## src/rtl/nmk_pkg.sv

```systemverilog
package nmk_pkg;

    // Field widths fixed by the interface.
    localparam int FIELD_W   = 64;
    localparam int CFG_W     = 63;
    localparam int CFG_IDX_W = 3;

    // Shared multiplier: 64-bit magnitudes taken as 32-bit halves.
    localparam int MUL_HALF_W = 32;
    localparam int MUL_MAG_W  = 2 * MUL_HALF_W;
    localparam int MUL_PROD_W = 2 * MUL_MAG_W;

    // Microcode program counter.
    localparam int UPC_W = 5;
    localparam logic [UPC_W-1:0] UPC_AXIS_START = 5'd1;
    localparam logic [UPC_W-1:0] UPC_DONE       = 5'd20;

    typedef enum logic [CFG_IDX_W-1:0] {
        REG_TWO_OVER_STEP       = 3'd0,
        REG_FOUR_OVER_STEP_SQ   = 3'd1,
        REG_HEAVE_MASS          = 3'd2,
        REG_HEAVE_DAMPING       = 3'd3,
        REG_HEAVE_INV_STIFFNESS = 3'd4,
        REG_PITCH_INERTIA       = 3'd5,
        REG_PITCH_DAMPING       = 3'd6,
        REG_PITCH_INV_STIFFNESS = 3'd7
    } t_reg_idx;

    typedef struct packed {
        logic signed [FIELD_W-1:0] heave_force;
        logic signed [FIELD_W-1:0] pitch_moment;
        logic                      integrate_enable;
    } t_in;

    typedef struct packed {
        logic signed [FIELD_W-1:0] heave_disp;
        logic signed [FIELD_W-1:0] heave_vel;
        logic signed [FIELD_W-1:0] heave_acc;
        logic signed [FIELD_W-1:0] pitch_angle;
        logic signed [FIELD_W-1:0] pitch_rate;
        logic signed [FIELD_W-1:0] pitch_accel;
        logic                      saturated;
    } t_out;

    typedef enum logic [2:0] {
        OP_NOP  = 3'd0,
        OP_ADD  = 3'd1,
        OP_SUB  = 3'd2,
        OP_MUL  = 3'd3,
        OP_DONE = 3'd4
    } t_op;

    typedef enum logic [3:0] {
        SRC_H2   = 4'd0,
        SRC_Q    = 4'd1,
        SRC_MASS = 4'd2,
        SRC_DAMP = 4'd3,
        SRC_RINV = 4'd4,
        SRC_Y    = 4'd5,
        SRC_V    = 4'd6,
        SRC_A    = 4'd7,
        SRC_F    = 4'd8,
        SRC_T0   = 4'd9,
        SRC_T1   = 4'd10,
        SRC_T2   = 4'd11,
        SRC_T3   = 4'd12,
        SRC_T4   = 4'd13
    } t_src;

    typedef enum logic [2:0] {
        DST_T0 = 3'd0,
        DST_T1 = 3'd1,
        DST_T2 = 3'd2,
        DST_T3 = 3'd3,
        DST_T4 = 3'd4
    } t_dst;

    typedef enum logic [1:0] {
        J_NONE      = 2'd0,
        J_DISABLED  = 2'd1,
        J_AXIS_LOOP = 2'd2
    } t_jcond;

    typedef struct packed {
        t_op              op;
        t_src             src_a;
        t_src             src_b;
        t_dst             dst;
        t_jcond           jc;
        logic [UPC_W-1:0] target;
        logic             commit;
    } t_uop;

    function automatic t_uop uop(input t_op op, input t_src a, input t_src b,
                                 input t_dst d);
        t_uop u;
        u.op     = op;
        u.src_a  = a;
        u.src_b  = b;
        u.dst    = d;
        u.jc     = J_NONE;
        u.target = '0;
        u.commit = 1'b0;
        return u;
    endfunction

    // One axis of the Newmark step. The program runs steps 1 to 19 once for
    // heave and once for pitch; the axis register picks the operands.
    function automatic t_uop uc_rom(input logic [UPC_W-1:0] pc);
        t_uop u;
        u = uop(OP_NOP, SRC_H2, SRC_H2, DST_T0);
        case (pc)
            5'd0: begin
                u.jc     = J_DISABLED;
                u.target = UPC_DONE;
            end
            5'd1:  u = uop(OP_ADD, SRC_H2,   SRC_H2,   DST_T4);
            5'd2:  u = uop(OP_MUL, SRC_Q,    SRC_Y,    DST_T0);
            5'd3:  u = uop(OP_MUL, SRC_T4,   SRC_V,    DST_T1);
            5'd4:  u = uop(OP_ADD, SRC_T0,   SRC_T1,   DST_T0);
            5'd5:  u = uop(OP_ADD, SRC_T0,   SRC_A,    DST_T0);
            5'd6:  u = uop(OP_MUL, SRC_H2,   SRC_Y,    DST_T2);
            5'd7:  u = uop(OP_ADD, SRC_T2,   SRC_V,    DST_T2);
            5'd8:  u = uop(OP_MUL, SRC_MASS, SRC_T0,   DST_T0);
            5'd9:  u = uop(OP_ADD, SRC_F,    SRC_T0,   DST_T0);
            5'd10: u = uop(OP_MUL, SRC_DAMP, SRC_T2,   DST_T2);
            5'd11: u = uop(OP_ADD, SRC_T0,   SRC_T2,   DST_T0);
            5'd12: u = uop(OP_MUL, SRC_T0,   SRC_RINV, DST_T3);
            5'd13: u = uop(OP_SUB, SRC_T3,   SRC_Y,    DST_T2);
            5'd14: u = uop(OP_MUL, SRC_Q,    SRC_T2,   DST_T0);
            5'd15: u = uop(OP_SUB, SRC_T0,   SRC_T1,   DST_T0);
            5'd16: u = uop(OP_SUB, SRC_T0,   SRC_A,    DST_T0);
            5'd17: u = uop(OP_MUL, SRC_H2,   SRC_T2,   DST_T4);
            5'd18: u = uop(OP_SUB, SRC_T4,   SRC_V,    DST_T4);
            5'd19: begin
                u.commit = 1'b1;
                u.jc     = J_AXIS_LOOP;
                u.target = UPC_AXIS_START;
            end
            5'd20: u = uop(OP_DONE, SRC_H2, SRC_H2, DST_T0);
            default: u = uop(OP_DONE, SRC_H2, SRC_H2, DST_T0);
        endcase
        return u;
    endfunction

endpackage

```

## src/rtl/nmk_mul.sv

```systemverilog
// Sequential signed fixed-point multiplier: four 32x32 partial products,
// then round to nearest on the magnitude and clamp to the signed range.
module nmk_mul #(
    parameter int DATA_WIDTH = 64,
    parameter int FRAC_BITS  = 32
) (
    input  logic                         i_clk,
    input  logic                         i_rst_n,
    input  logic                         i_start,
    input  logic signed [DATA_WIDTH-1:0] i_a,
    input  logic signed [DATA_WIDTH-1:0] i_b,
    output logic                         o_done,
    output logic signed [DATA_WIDTH-1:0] o_result,
    output logic                         o_sat
);

    localparam int HW = nmk_pkg::MUL_HALF_W;
    localparam int MW = nmk_pkg::MUL_MAG_W;
    localparam int PW = nmk_pkg::MUL_PROD_W;
    localparam logic signed [DATA_WIDTH-1:0] MAXV = {1'b0, {(DATA_WIDTH-1){1'b1}}};
    localparam logic signed [DATA_WIDTH-1:0] MINV = {1'b1, {(DATA_WIDTH-1){1'b0}}};

    typedef enum logic [3:0] {
        M_IDLE  = 4'b0001,
        M_ACC   = 4'b0010,
        M_ROUND = 4'b0100,
        M_FINAL = 4'b1000
    } t_mstate;

    t_mstate r_state, n_state;
    logic [1:0]          r_cnt;
    logic [MW-1:0]       r_x, r_y;
    logic                r_neg;
    logic [PW-1:0]       r_acc;
    logic [DATA_WIDTH:0] r_q;
    logic                r_hi;

    logic [DATA_WIDTH-1:0] w_amag, w_bmag;
    logic [HW-1:0]         w_xp, w_yp;
    logic [MW-1:0]         w_pp;
    logic [6:0]            w_shamt;
    logic [PW-1:0]         w_rsum, w_shift;
    logic [DATA_WIDTH:0]   w_lim;
    logic [DATA_WIDTH-1:0] w_neg_q;

    assign w_amag  = i_a[DATA_WIDTH-1] ? (~i_a + 1'b1) : i_a;
    assign w_bmag  = i_b[DATA_WIDTH-1] ? (~i_b + 1'b1) : i_b;
    assign w_xp    = r_cnt[1] ? r_x[MW-1:HW] : r_x[HW-1:0];
    assign w_yp    = r_cnt[0] ? r_y[MW-1:HW] : r_y[HW-1:0];
    assign w_pp    = w_xp * w_yp;
    assign w_shamt = ({6'd0, r_cnt[1]} + {6'd0, r_cnt[0]}) << 5;
    assign w_rsum  = r_acc + (PW'(1) << (FRAC_BITS - 1));
    assign w_shift = w_rsum >> FRAC_BITS;

    // The negative limit is one larger than the positive one.
    assign w_lim   = ((DATA_WIDTH+1)'(1) << (DATA_WIDTH - 1)) - {{DATA_WIDTH{1'b0}}, ~r_neg};
    assign w_neg_q = ~r_q[DATA_WIDTH-1:0] + 1'b1;

    always_comb begin
        n_state = r_state;
        case (r_state)
            M_IDLE:  if (i_start) n_state = M_ACC;
            M_ACC:   if (r_cnt == 2'd3) n_state = M_ROUND;
            M_ROUND: n_state = M_FINAL;
            M_FINAL: n_state = M_IDLE;
            default: n_state = M_IDLE;
        endcase
    end

    always_ff @(posedge i_clk) begin
        if (!i_rst_n) begin
            r_state <= M_IDLE;
            r_cnt   <= 2'd0;
        end else begin
            r_state <= n_state;
            if (r_state == M_ACC) r_cnt <= r_cnt + 2'd1;
            else r_cnt <= 2'd0;
        end
    end

    always_ff @(posedge i_clk) begin
        case (r_state)
            M_IDLE: begin
                r_x   <= MW'(w_amag);
                r_y   <= MW'(w_bmag);
                r_neg <= i_a[DATA_WIDTH-1] ^ i_b[DATA_WIDTH-1];
                r_acc <= '0;
            end
            M_ACC: r_acc <= r_acc + (PW'(w_pp) << w_shamt);
            M_ROUND: begin
                r_q  <= w_shift[DATA_WIDTH:0];
                r_hi <= |w_shift[PW-1:DATA_WIDTH+1];
            end
            default: ;
        endcase
    end

    always_comb begin
        o_done   = (r_state == M_FINAL);
        o_sat    = r_hi || (r_q > w_lim);
        if (o_sat) o_result = r_neg ? MINV : MAXV;
        else if (r_neg) o_result = w_neg_q;
        else o_result = r_q[DATA_WIDTH-1:0];
    end

endmodule
```

## config.mk

```make
export PLATFORM = sky130hd
export DESIGN_NAME = nmk_mul
export DESIGN_NICKNAME = d
export VERILOG_FILES = /design/src/rtl/nmk_pkg.sv /design/src/rtl/nmk_mul.sv
export SDC_FILE = /design/constraint.sdc
export NUM_CORES = 2
export LEC_CHECK = 0
export ABC_AREA = 0
export ABC_CLOCK_PERIOD_IN_PS = 32900
export BUFFER_PORTS_ARGS = -buffer_cell sky130_fd_sc_hd__buf_2
export CAP_MARGIN = 25
export CORE_UTILIZATION = 45
export CTS_BUF_LIST = sky130_fd_sc_hd__clkbuf_8
export DETAILED_ROUTE_END_ITERATION = 8
export PLACE_DENSITY = 0.64
export RECOVER_POWER = 50
export SYNTH_ARGS = -nofsm -noshare
export SYNTH_HDL_FRONTEND = slang
export SYNTH_SLANG_ARGS = --single-unit
```

## constraint.sdc

```tcl
create_clock -name i_clk -period 32.9 [get_ports i_clk]
set_input_delay 4.935 -clock i_clk [delete_from_list [all_inputs] [get_ports i_clk]]
set_output_delay 4.935 -clock i_clk [all_outputs]
set_load 0.02 [all_outputs]
```

# [After elaboration in Yosys (flattened, before gate mapping)]
# Index checks and enable logic that the tools add are counted.
[word_totals] register_bits=329 latch_bits=0 ramBits=0 romBits=0 inputBits=131 out_inout_bits=66 word_cells=49 memories=0
[classes] addsub=8 n_mul=1 n_div=0 order_cmp=1 n_eq_ne=7 n_shift=1 mux=11 bitwise=5 reduce_logical=5
[op_table] op="$pmux 128 s2" n=1
[op_table] op="$add 64x1->64 const B" n=3
[op_table] op="$mux 64" n=3
[op_table] op="$not 64->64" n=3
[op_table] op="$add 128x128->128" n=1
[op_table] op="$add 128x32->128 const B" n=1
[op_table] op="$shl 64x7->128" n=1
[op_table] op="$mux 63" n=2
[op_table] op="$gt 65x65->1" n=1
[op_table] op="$sub 64x1->65 const A" n=1
[op_table] op="$mul 32x32->64" n=1
[op_table] op="$mux 32" n=2
[op_table] op="$reduce_or 31->1" n=1
[op_table] op="$pmux 4 s3" n=1
[op_table] op="$mux 4" n=2
[op_table] op="$eq 4x1->1 const B" n=1
[op_table] op="$eq 4x2->1 const B" n=1
[op_table] op="$eq 4x3->1 const B" n=1
[op_table] op="$eq 4x4->1 const B" n=1
[op_table] op="$ne 2x2->1 const B" n=2
[op_table] op="$reduce_and 2->1" n=2
[op_table] op="$add 1x1->2" n=1
[op_table] op="$add 2x1->2 const B" n=1
[op_table] op="$eq 2x2->1 const B" n=1
[op_table] op="other kinds (4)" n=4

# [Logic depth before layout (Yosys ltp)]
[depth] depth_word=5 depth_mapped=45

# [Worst setup path after synthesis]
# Ideal clock, no wire load.
[synth_timing] path_type="reg2reg" startpoint="register r_state[0]" endpoint="register r_acc[0] (enable)" setup_ns=0.503 t_arrival_ns=17.112 required_time_ns=32.397 slack_ns=15.285 path_stages_with_launch=3 path_buffers=0 synth_period_minus_slack_ns=17.615 cell_sequence="dfxtp_1 -> nor4b_1 -> nand2b_1"
[synth_between] elab_chain_len=2 word_cells_on_any_way=3
[synth_rtl] element="from (decl)" line_no="nmk_mul.sv:30" text="t_mstate r_state, n_state;"
[synth_rtl] element="from (signal assigned)" line_no="nmk_mul.sv:75" text="r_state <= n_state;"
[synth_rtl] element="$eq 4x2->1 / $eq 4x1->1 (equally long branches)" line_no="nmk_mul.sv:82" text="case (r_state)"
[synth_rtl] element="$reduce_bool 2->1 (no source line) *"
[synth_rtl] element="to (signal assigned)" line_no="nmk_mul.sv:89" text="M_ACC: r_acc <= r_acc + (PW'(w_pp) << w_shamt);"
[synth_rtl] element="to (decl)" line_no="nmk_mul.sv:34" text="logic [PW-1:0] r_acc;"
# Every way passes the cells marked *; elsewhere a longest branch is shown, timed or not.
# A chain may end at the register's enable or synchronous reset.

# [Worst setup path in the final report]
[layout_timing] startpoint="register r_cnt[1]" endpoint="register r_acc[120] (data pin)"
[layout_between] elab_chain_len=5 word_cells_on_any_way=6
[layout_rtl] element="from (decl)" line_no="nmk_mul.sv:31" text="logic [1:0] r_cnt;"
[layout_rtl] element="from (signal assigned)" line_no="nmk_mul.sv:76" text="if (r_state == M_ACC) r_cnt <= r_cnt + 2'd1;"
[layout_rtl] element="$mux 32" line_no="nmk_mul.sv:48" text="assign w_xp = r_cnt[1] ? r_x[MW-1:HW] : r_x[HW-1:0];"
[layout_rtl] element="$mul 32x32->64" line_no="nmk_mul.sv:50" text="assign w_pp = w_xp * w_yp;"
[layout_rtl] element="$shl 64x7->128 *" line_no="nmk_mul.sv:89"
[layout_rtl] element="$add 128x128->128 *" line_no="nmk_mul.sv:89"
[layout_rtl] element="$pmux 128 s2 *" line_no="nmk_mul.sv:82"
# Marked as above.

==> Flow_metrics.wiki <==
{| class="wikitable"
! Metric !! Value
|-
| Cell type with the highest aggregate area in the netlist || sky130_fd_sc_hd__fa_1
|-
| Pin count of the biggest net entering global routing || 99
|-
| Synth Register Bits || 329
|-
| Post-route met1 wirelength || 95200 um
|-
| Slowest cell on the critical path || sky130_fd_sc_hd__mux2i_4
|-
| Post-detailed-route DRC marker count || 0
|-
| Area enclosed by the die boundary || 142000 um^2
|-
| Largest cells by area after synthesis || sky130_fd_sc_hd__fa_1 (28%), sky130_fd_sc_hd__edfxtp_1 (15%), sky130_fd_sc_hd__ha_1 (9.1%), sky130_fd_sc_hd__inv_1 (5.9%), sky130_fd_sc_hd__nor2_1 (5.9%)
|-
| Hold crit path type || reg -> reg
|-
| Area share of the leading cell type in the synthesized netlist || 28.5%
|-
| Drt total wl || 234000 um
|-
| Final net count || 8876
|-
| Final weighted congestion in routability-driven placement || 1.04
|-
| Post-route clock period utilization || 44.4%
|-
| Syn Area/Cell || 8.54 um^2
|-
| Clock tree from TritonCTS || done
|-
| Crit-path leading delay family || adder cells
|-
| Detailed route wirelength on metal3 || 26000 um
|-
| Number of buffers and inverters on the critical path || 6
|-
| Fill cell instance count of the final layout || 13400
|-
| Final worst clock skew || 0.0807 ns
|-
| Clock slew at reported path FFs || 0.06 ns
|-
| Outcome || finished, violations left
|-
| Primary flip-flop cell chosen by synthesis mapping || sky130_fd_sc_hd__edfxtp_1
|-
| Std cell rows || 137
|-
| Upper clock frequency limit || 68.5 MHz
|-
| Post-synth EDFFs || 323
|-
| Vias/cell || 6.08
|-
| Fraction of synthesis flops using an asynchronous set or reset pin || 0%
|-
| Max Cap Viol || 6
|-
| Antenna violations before repair || 10
|-
| Minimum clock period after layout || 14.59 ns
|-
| CTS H-tree depth || 3
|-
| Count of input and output buffers || 196
|-
| RSZ-0062 raised after global routing || no
|-
| Synth Net Count || 8871
|-
| Core Util, Final || 48.3%
|-
| Sequential element share of the synthesized area || 15.6%
|-
| Final std cell area, no fill || 67400 um^2
|-
| Deepest clock path buffer count || 3
|-
| CTS root buffer || sky130_fd_sc_hd__clkbuf_8
|-
| Count of final setup violators || 0
|-
| Critical Path End Type || flop
|-
| Layout overhead on the synthesized area || 6.81%
|-
| Total clock buffers created by CTS || 67
|-
| Number of iterations in the first detailed-routing pass || 6
|-
| Leading cell type in the layout, fill and taps excluded || sky130_fd_sc_hd__inv_1
|-
| CTS resizes || 0
|-
| Signal arrival time at the worst endpoint || 15.14 ns
|-
| Total global routing overflow || 0
|-
| Required time at the endpoint of the critical path || 33.44 ns
|-
| Average detailed-routed wire length per instance || 25.1 um
|-
| Failing checks || max-capacitance violations, max-slew violations
|-
| Die W || 376 um
|-
| Remaining max-slew budget at the tightest pin || -171%
|-
| Critical Path Max Stage Delay || 0.97 ns
|-
| Cell variety after synth || 81
|-
| Post-route ant nets || 0
|-
| Amount of wire on met2 after detailed routing || 101000 um
|-
| First-pass GRT wire length || 347000 um
|-
| Largest fanout on the critical path || 46
|-
| Cell area after synthesis || 63100 um^2
|-
| Placed wire-length estimate after detailed placement || 183000 um
|-
| Number of buffers inserted by post-CTS setup repair || 0
|-
| Area of the core || 139000 um^2
|-
| Hold-fix buffer count after cts || 0
|-
| Initial Util || 45.3%
|-
| Highest metal layer used by the detailed router || met5
|-
| Kind of start point of the critical path || flop
|-
| Total vias in the final route || 56700
|-
| Worst path most repeated cell || sky130_fd_sc_hd__fa_1
|-
| Clock network latency to the later pin of the worst-skew pair || 0.82 ns
|-
| Number of top-level design ports || 197
|-
| Top library cells by usage in the layout, fill and taps aside || sky130_fd_sc_hd__inv_1 (1010), sky130_fd_sc_hd__nor2_1 (987), sky130_fd_sc_hd__fa_1 (897)
|-
| Count of warnings emitted by yosys || 0
|-
| Setup_tns || 0 ns
|-
| Number of DRC markers in iteration 0 || 6174
|-
| Cell area reported after detailed placement || 66100 um^2
|-
| Vert. Die Dim || 376 um
|-
| Number of clock sinks seen by CTS || 329
|-
| Number of hold-slack violations in the final timing report || 0
|-
| Setup CP Type || reg -> reg
|-
| Worst Tran Pin Value || 4.07 ns
|-
| Fraction of final layout cells with drive strength greater than 1 || 7.48%
|-
| Max-slew violations || 362
|-
| Via count of the first global-routing pass || 55100
|-
| Gate count of the mapped netlist || 7384
|-
| Total global routing track utilization || 32.8%
|}
## cells in the mapped netlist, types with 51 or more instances
library cell               number
sky130_fd_sc_hd__o31ai_1       59
sky130_fd_sc_hd__mux2i_1       89
sky130_fd_sc_hd__nand2_1      809
sky130_fd_sc_hd__fa_1         897
sky130_fd_sc_hd__edfxtp_1     323
sky130_fd_sc_hd__nand4_1      130
sky130_fd_sc_hd__a21o_1       108
sky130_fd_sc_hd__nand3_1      107
sky130_fd_sc_hd__mux2_2        68
sky130_fd_sc_hd__clkbuf_1     349
sky130_fd_sc_hd__ha_1         459
sky130_fd_sc_hd__xor2_1        82
sky130_fd_sc_hd__o21ai_0      246
sky130_fd_sc_hd__nor4_1        89
sky130_fd_sc_hd__and2_1        66
sky130_fd_sc_hd__nor3_1       153
sky130_fd_sc_hd__xnor2_1      270
sky130_fd_sc_hd__or3_1         66
sky130_fd_sc_hd__inv_1        990
sky130_fd_sc_hd__a21oi_1      300
sky130_fd_sc_hd__or4_1         51
sky130_fd_sc_hd__nor2_1       988
## layer usage
layer / up-vias / GRT usage, %
li1: 24800 / -
met1: 28400 / 44.7
met2: 2937 / 48.3
met3: 633 / 8.90
met4: 6 / 15.2
met5: - / 0
## cell families (layout without fill, tap and decap cells)
kind of cell / after synthesis / count (layout) / share of synthesized area, %
AO/OA/AOI/OAI: 1167 / 1167 / 12.1
other: 0 / 9 / 0
adder cells (fa/ha/maj): 1356 / 1356 / 37.6
AND/OR/NAND/NOR: 2659 / 2659 / 19.2
multiplexers: 157 / 157 / 2.63
XOR/XNOR: 352 / 352 / 4.89
flip-flops: 329 / 329 / 15.6
buffers and inverters: 1364 / 1416 / 8.12
## stage by stage
step           std cells  hold slack (ns)  worst slack (ns)
2_1_floorplan       7384            0.571             15.29
3_3_place_gp        9187            0.609             18.90
3_5_place_dp        9188            0.610             18.77
4_1_cts             9304            0.624             18.76
5_1_grt             9313            0.672             17.75
6_report            9321            0.634             18.31
## final cells by class
cell class                 instances  area [um^2]  share of cell area [%]
clock inverter                    48          258                   0.383
sequential                       329         9830                    14.6
tap                             1876         2350                    3.48
multi-input combinational       5691        48400                    71.9
clock buffer                      68          936                    1.39
inverter                         990         3720                    5.52
timing repair buffer             310         1850                    2.75
antenna                            9         22.5                  0.0334
## state kept, by name, indices dropped and copies added, names as in the netlist
signal,count
r_cnt,2
r_q,65
r_neg,1
r_acc,128
r_state,4
r_x,64
r_y,64
r_hi,1
## path summary, 6_finish.rpt
check	from	endpoint	slack (ns)	cells after the start
worst max-delay path	r_cnt[1]	r_acc[120]	18.31	37
worst min-delay path	r_acc[39]	r_q[7]	0.63	1
worst max register to register	r_cnt[1]	r_acc[120]	18.31	37
worst min register to register	r_acc[39]	r_q[7]	0.63	1
Power is left out: the tool's default activity adds up to more than one toggle a clock period on the data nets, which glitch-free logic cannot reach.
